--- config.mk ---
export PLATFORM = sky130hd
export DESIGN_NAME = qse_sorter
export DESIGN_NICKNAME = d
export VERILOG_FILES = /design/src/rtl/qse_pkg.sv /design/src/rtl/qse_sorter.sv
export SDC_FILE = /design/constraint.sdc
export NUM_CORES = 1
export LEC_CHECK = 0
export ABC_AREA = 1
export BUFFER_PORTS_ARGS = -buffer_cell sky130_fd_sc_hd__buf_2
export CAP_MARGIN = 20
export CORE_UTILIZATION = 49
export DETAILED_ROUTE_END_ITERATION = 12
export PLACE_DENSITY = 0.66
export RECOVER_POWER = 50
export SLEW_MARGIN = 20
export SYNTH_ARGS = -nofsm -noshare
export SYNTH_HDL_FRONTEND = slang
export SYNTH_SLANG_ARGS = --single-unit
--- constraint.sdc ---
create_clock -name clock -period 9.1 [get_ports clock]
set_clock_uncertainty 0.15 [all_clocks]
set_input_delay 0.455 -clock clock [delete_from_list [all_inputs] [get_ports clock]]
set_output_delay 0.455 -clock clock [all_outputs]
set_load 0.03 [all_outputs]
--- src/rtl/qse_pkg.sv ---
// Shared constants and types for the quicksort engine.
`default_nettype none
package qse_pkg;

   localparam int DATA_W            = 32;
   localparam int INDEX_W           = 9;
   localparam int CMP_W             = 17;
   localparam int ECNT_W            = 10;
   localparam int DEF_CAPACITY      = 512;
   localparam int DEF_STACK_ENTRIES = 16;

   localparam logic [CMP_W-1:0]  CMP_MAX  = '1;
   localparam logic [ECNT_W-1:0] ECNT_MAX = '1;

   localparam logic       FUNC_LOAD = 1'b0;
   localparam logic       FUNC_READ = 1'b1;

   localparam logic [1:0] ERR_NONE     = 2'd0;
   localparam logic [1:0] ERR_OVERFLOW = 2'd1;
   localparam logic [1:0] ERR_RANGE    = 2'd2;

   // Sorter status seen by the front end
   typedef struct packed {
      logic busy;
      logic done;
   } sort_status_type;

endpackage
`default_nettype wire

--- src/rtl/qse_sorter.sv ---
// Lomuto partition sequencer with explicit range stack.
`default_nettype none
module qse_sorter #(
   parameter int AW            = 9,
   parameter int CNT_W         = 10,
   parameter int STACK_ENTRIES = 16
) (
   input  wire                          clock,
   input  wire                          reset,
   input  wire                          sort_start,
   input  wire  [CNT_W-1:0]             elem_cnt,
   output qse_pkg::sort_status_type     status,
   output logic [qse_pkg::CMP_W-1:0]    cmp_count,
   output logic                         mem_we,
   output logic [AW-1:0]                mem_waddr,
   output logic [qse_pkg::DATA_W-1:0]   mem_wdata,
   output logic                         mem_re,
   output logic [AW-1:0]                mem_raddr,
   input  wire  [qse_pkg::DATA_W-1:0]   mem_rdata
);
   import qse_pkg::*;

   localparam int SP_W = $clog2(STACK_ENTRIES + 1);
   localparam int SI_W = $clog2(STACK_ENTRIES);
   localparam int SUMW = ((AW > CMP_W) ? AW : CMP_W) + 1;

   typedef enum logic [3:0] {
      S_IDLE, S_PIVOT, S_PIVOT_GET, S_SCAN, S_EVAL, S_SWAP_RD, S_SWAP_WR1,
      S_SWAP_WR2, S_FIN_RD, S_FIN_WR1, S_FIN_WR2, S_NEXT, S_POP, S_DONE
   } state_type;

   state_type         state_ff, state_in;
   logic [AW-1:0]     lo_ff, lo_in, hi_ff, hi_in, k_ff, k_in, dst_ff, dst_in;
   logic [DATA_W-1:0] pivot_ff, pivot_in, val_ff, val_in;
   logic [CMP_W-1:0]  cmp_ff, cmp_in;
   logic [SP_W-1:0]   sp_ff, sp_in;
   logic [2*AW-1:0]   stack_ff [STACK_ENTRIES];
   logic              push;
   logic [SI_W-1:0]   push_idx, pop_idx;
   logic [SP_W-1:0]   sp_dec;
   logic [SUMW-1:0]   cmp_sum;
   logic [AW-1:0]     lsize, rsize, blo, bhi, slo, shi;
   logic              big_ok, small_ok;

   // Split sizes around the pivot position
   always_comb begin
      lsize = dst_ff - lo_ff;
      rsize = hi_ff - dst_ff;
      if (lsize >= rsize) begin
         blo = lo_ff;          bhi = dst_ff - 1'b1; big_ok = lsize >= AW'(2);
         slo = dst_ff + 1'b1;  shi = hi_ff;         small_ok = rsize >= AW'(2);
      end else begin
         blo = dst_ff + 1'b1;  bhi = hi_ff;         big_ok = rsize >= AW'(2);
         slo = lo_ff;          shi = dst_ff - 1'b1; small_ok = lsize >= AW'(2);
      end
   end

   assign sp_dec   = sp_ff - 1'b1;
   assign pop_idx  = sp_dec[SI_W-1:0];
   assign push_idx = sp_ff[SI_W-1:0];
   assign push     = (state_ff == S_NEXT) && big_ok && (sp_ff < SP_W'(STACK_ENTRIES));
   assign cmp_sum  = SUMW'(cmp_ff) + SUMW'(hi_ff - lo_ff);

   // Sequence the partition steps
   always_comb begin
      state_in  = state_ff;
      lo_in     = lo_ff;
      hi_in     = hi_ff;
      k_in      = k_ff;
      dst_in    = dst_ff;
      pivot_in  = pivot_ff;
      val_in    = val_ff;
      cmp_in    = cmp_ff;
      sp_in     = sp_ff;
      mem_we    = 1'b0;
      mem_waddr = k_ff;
      mem_wdata = mem_rdata;
      mem_re    = 1'b0;
      mem_raddr = k_ff;
      unique case (state_ff)
         S_IDLE: begin
            if (sort_start) begin
               cmp_in = '0;
               sp_in  = '0;
               lo_in  = '0;
               hi_in  = AW'(elem_cnt - 1'b1);
               state_in = (elem_cnt < CNT_W'(2)) ? S_DONE : S_PIVOT;
            end
         end
         S_PIVOT: begin
            mem_re    = 1'b1;
            mem_raddr = hi_ff;
            cmp_in    = (cmp_sum >= SUMW'(CMP_MAX)) ? CMP_MAX : cmp_sum[CMP_W-1:0];
            dst_in    = lo_ff;
            k_in      = lo_ff;
            state_in  = S_PIVOT_GET;
         end
         S_PIVOT_GET: begin
            pivot_in = mem_rdata;
            state_in = S_SCAN;
         end
         S_SCAN: begin
            if (k_ff == hi_ff) begin
               state_in = S_FIN_RD;
            end else begin
               mem_re   = 1'b1;
               state_in = S_EVAL;
            end
         end
         S_EVAL: begin
            val_in = mem_rdata;
            if ($signed(mem_rdata) < $signed(pivot_ff)) begin
               state_in = S_SWAP_RD;
            end else begin
               k_in     = k_ff + 1'b1;
               state_in = S_SCAN;
            end
         end
         S_SWAP_RD: begin
            mem_re    = 1'b1;
            mem_raddr = dst_ff;
            state_in  = S_SWAP_WR1;
         end
         S_SWAP_WR1: begin
            mem_we   = 1'b1;
            state_in = S_SWAP_WR2;
         end
         S_SWAP_WR2: begin
            mem_we    = 1'b1;
            mem_waddr = dst_ff;
            mem_wdata = val_ff;
            dst_in    = dst_ff + 1'b1;
            k_in      = k_ff + 1'b1;
            state_in  = S_SCAN;
         end
         S_FIN_RD: begin
            mem_re    = 1'b1;
            mem_raddr = dst_ff;
            state_in  = S_FIN_WR1;
         end
         S_FIN_WR1: begin
            mem_we    = 1'b1;
            mem_waddr = hi_ff;
            state_in  = S_FIN_WR2;
         end
         S_FIN_WR2: begin
            mem_we    = 1'b1;
            mem_waddr = dst_ff;
            mem_wdata = pivot_ff;
            state_in  = S_NEXT;
         end
         S_NEXT: begin
            if (push) begin
               sp_in = sp_ff + 1'b1;
            end
            if (small_ok) begin
               lo_in    = slo;
               hi_in    = shi;
               state_in = S_PIVOT;
            end else begin
               state_in = S_POP;
            end
         end
         S_POP: begin
            if (sp_ff == '0) begin
               state_in = S_DONE;
            end else begin
               sp_in    = sp_dec;
               lo_in    = stack_ff[pop_idx][2*AW-1:AW];
               hi_in    = stack_ff[pop_idx][AW-1:0];
               state_in = S_PIVOT;
            end
         end
         S_DONE: begin
            state_in = S_IDLE;
         end
         default: begin
            state_in = S_IDLE;
         end
      endcase
   end

   // Hold state, pointers and counter
   always_ff @(posedge clock) begin
      if (reset) begin
         state_ff <= S_IDLE;
         cmp_ff   <= '0;
         sp_ff    <= '0;
      end else begin
         state_ff <= state_in;
         cmp_ff   <= cmp_in;
         sp_ff    <= sp_in;
      end
      lo_ff    <= lo_in;
      hi_ff    <= hi_in;
      k_ff     <= k_in;
      dst_ff   <= dst_in;
      pivot_ff <= pivot_in;
      val_ff   <= val_in;
      if (push) begin
         stack_ff[push_idx] <= {blo, bhi};
      end
   end

   assign status.busy = (state_ff != S_IDLE);
   assign status.done = (state_ff == S_DONE);
   assign cmp_count   = cmp_ff;

endmodule
`default_nettype wire

==> summary.md <==
| Metric | Value |
|---|---|
| Io pins | 116 |
| Sum of negative setup slack | 0 ns |
| Commonest non-fill, non-tap cell in the layout | nand2_1 |
| PD cells | 348.4 nW/µm² |
| Syn Nets | 2305 |
| Critical path class | flip-flop to flip-flop |
| Final setup viols | 0 |
| Inserted Clock Buffers | 45 |
| Worst path top cell family by delay | simple AND/OR/NAND/NOR gates |
| Total wire length | 61290 µm |
| CP Cell Sequence | inv_1 > ha_1 > inv_1 > fa_1 > nand3_1 > nand2_1 > nand2_1 > nand3_1 > nand2_1 > inv_1 > ha_1 > nand2_1 > nor2_1 > nand3b_1 > nand3_1 > clkbuf_1 > inv_1 > nand3_1 > nand2_2 > nor2_1 > nand3_1 > nor2_2 |
| Hold Fails Final Rpt | 0 |
| Fin crit period | roughly 6.4 ns |
| Most used cell, CP | nand3_1 |
| Initial DRC Count | roughly 1600 |
| Final nets | 2441 |
| Worst Path Max Fanout | 36 |
| Clk_lat worst skew | between 0.5 and 0.6 ns |
| Initial Util | 49.71% |
| Clock group share of total power | 20.8% |
| CP required | 9.13 ns |
| Period utilization | 69.95% |
| Post-CTS Setup Bufs | 0 |
| Vias | between 15000 and 20000 |
| Final Wtd Congestion | approximately 0.94 |
| First-pass GRT wire length | 92380 µm |
| Sw Share | between 40 and 50% |
| Avg WL per Cell | between 20 and 25 µm |
| Post-Syn Instances | 2165 |
| Max-cap check violation count | 3 |
| DRC | 0 |
| Cell Rows | between 70 and 80 |
| Peak VDD IR | about 230 µV |
| CP arrival | 6.39 ns |
| Post-synthesis cell type with the largest combined area | edfxtp_1 |
| Crit start category | flip-flop |
| Clk buf depth | 3 |
| Violated checks | max-capacitance violations, max-slew violations |
| Ys Warns | 0 |
| Die height | 211.0 µm |
| Die span in x | 211.0 µm |
| Final Non-Filler Cells | between 2000 and 3000 |
| Inst Count DP | between 2000 and 3000 |
| Critical path endpoint category | flip-flop |
| GRT overflow | 0 |
| Clk slew on worst S/H paths | 0.07 ns |
| Drt pass-1 iters | 5 |
| Layout cells sized above 1 | 8.094% |
| Hold crit path type | input pin to flip-flop |
| Async set-or-reset flop fraction in the synthesized netlist | 0% |
| Least-Margin Pin Slew | about 2.9 ns |
| Vias per cell | 5.659 |
| DIE AREA | ~45000 µm² |
| Achievable frequency | 157.1 MHz |
| Overall Power | 8.427 mW |
| Register area share after synthesis | 56.84% |
| Critical path's slowest cell | clkbuf_1 |
| Detail Route Antenna Nets | 0 |
| Post-synth EDFFs | between 300 and 400 |
| Top FF cell, synth | edfxtp_1 |
| Top post-synthesis cells by area | edfxtp_1 (54%), nand2_1 (9.6%), ha_1 (5.3%), a21oi_1 (3.9%), inv_1 (3.5%) |
| Clk sinks | 414 |
| Number of global-route vias before repair | 15580 |
| Sw Pwr | 3.681 mW |
| Seq cells post-synth | between 400 and 500 |
| Largest net degree at the start of global routing | between 90 and 100 |
| CP peak stage delay | 1.04 ns |
| Worst Path Buf+Inv | 5 |
| Syn avg cell area | 9.891 µm² |
| Final Max Slew Viols | around 110 |
| Gr usage total | a little over a quarter |
| Post-synthesis cell type count | 58 |
| Int Pwr | between 4 and 5 mW |
| Pre-CTS setup slack | around 3.8 ns |
| Leakage power | 9.380 nW |
| CTS tree | yes |
| DPL Wire Length | 40950 µm |
| PortBufs | 115 |
| Initial antenna violation count | 1 |
| Area Growth Syn to Fin | 12.95% |
| CTS root buf | clkbuf_16 |
| Worst slew margin | -95.59% |
| Std-Cell Core Area | 43080 µm² |
| Final worst setup slack | ~2.7 ns |
| Most frequent cells in the layout | nand2_1 (547), edfxtp_1 (388), inv_1 (201), a21oi_1 (164), clkbuf_1 (128) |
| H-tree depth | 2 |
| Post-synth top area share | 54.41% |
| Sequential power share | between 30% and 40% |
| Comb pwr share | 44.4% |
| RSZ-0062 raised after global routing | no |
| Status | finished, violations left |
| CTS resizes | 0 |
| Synth Cell Area | 21410 µm² |
repair_timing:
| action | CTS | global route |
|---|---|---|
| hold buffers | 32 | 0 |
| endpoints found under the hold margin | 64 | 0 |
| setup endpoints to repair | 0 | 0 |
routing by layer:
metal | global-route usage [%] | vias up | share of wire [%] | wire length, µm
met5 | 0 | - | 0 | 0
met4 | 9.345 | 0 | 3.5 | 2124
met3 | 4.728 | 119 | 7.4 | 4538
met2 | 41.74 | 619 | 44 | 27080
met1 | 39.71 | 7922 | 45 | 27550
li1 | - | 7869 | - | -
cells in the mapped netlist, types with 26 or more instances:
| cell type | n |
|---|---|
| nor2_1 | 114 |
| nand3_1 | 116 |
| edfxtp_1 | 388 |
| dfxtp_1 | 26 |
| ha_1 | 91 |
| o21ai_0 | 86 |
| xor2_1 | 30 |
| clkbuf_1 | 62 |
| a21oi_1 | 165 |
| nand2_1 | 547 |
| o211ai_1 | 38 |
| inv_1 | 202 |
| a22oi_1 | 27 |
stage by stage:
step	instance area (µm²)	hold WS (ns)	util, %
5_1_grt	24190	0.2321	56.15
2_1_floorplan	21410	0.3727	-
6_report	24190	0.2277	56.15
3_5_place_dp	22690	0.3345	52.67
3_3_place_gp	22680	0.3260	52.65
4_1_cts	24390	0.2016	56.62
cell families (layout without fill, tap and decap cells):
| kind of cell | Yosys count | after routing | share of synthesized area [%] |
|---|---|---|---|
| AND/OR/NAND/NOR | 875 | 875 | 17.45 |
| multiplexers | 4 | 4 | 0.1870 |
| adder cells (fa/ha/maj) | 95 | 95 | 5.691 |
| XOR/XNOR | 45 | 45 | 1.911 |
| other | 0 | 1 | 0 |
| flip-flops | 414 | 414 | 56.84 |
| AO/OA/AOI/OAI | 428 | 428 | 12.40 |
| buffers and inverters | 304 | 474 | 5.516 |
flip-flops by register name, summed over array words and instances (netlist names):
signal,count
stack_ff,288
pivot_ff,32
val_ff,32
cmp_count,17
dst_ff,9
hi_ff,9
k_ff,9
lo_ff,9
sp_ff,5
state_ff,4
power by group through the flow:
stage	clock network, mW	logic (mW)	registers [mW]
detailed placement	0	3.77	2.95
floorplan	0	2.30	2.94
finish	1.75	3.74	2.94
global placement	0	3.72	2.94
CTS	1.77	3.80	2.91
global route	1.84	4.08	2.95
cell type report:
cell class,instances,area (µm²)
Sequential cell,414,12180
Timing Repair Buffer,179,947.2
Tap cell,585,732.0
Inverter,214,805.8
Fill cell,3859,18890
Antenna cell,1,2.502
Clock inverter,21,161.4
Clock buffer,60,1222
Multi-Input combinational cell,1447,8140
final timing paths:
kind              depth (start not counted)                          to  slack (ns)                       start
hold / removal                            3          hi_ff[8]$_DFFE_PP_        0.23                 elem_cnt[8]
hold reg to reg                           2  cmp_count[16]$_SDFFE_PP0P_        0.35  cmp_count[16]$_SDFFE_PP0P_
setup reg to reg                         22  stack_ff[14][15]$_DFFE_PP_        2.73         dst_ff[0]$_DFFE_PP_
setup / recovery                         22  stack_ff[14][15]$_DFFE_PP_        2.73         dst_ff[0]$_DFFE_PP_
worst register-to-register path: stages (launching register included):
cell      delay, ns
edfxtp_1       0.48
inv_1          0.28
ha_1           0.20
inv_1          0.06
fa_1           0.42
nand3_1        0.11
nand2_1        0.08
nand2_1        0.08
nand3_1        0.08
nand2_1        0.09
inv_1          0.05
ha_1           0.28
nand2_1        0.08
nor2_1         0.16
nand3b_1       0.09
nand3_1        0.10
clkbuf_1       1.04
inv_1          0.35
nand3_1        0.21
nand2_2        0.11
nor2_1         0.30
nand3_1        0.30
nor2_2         0.85
Note: power is estimated with default switching activity, not from simulation.
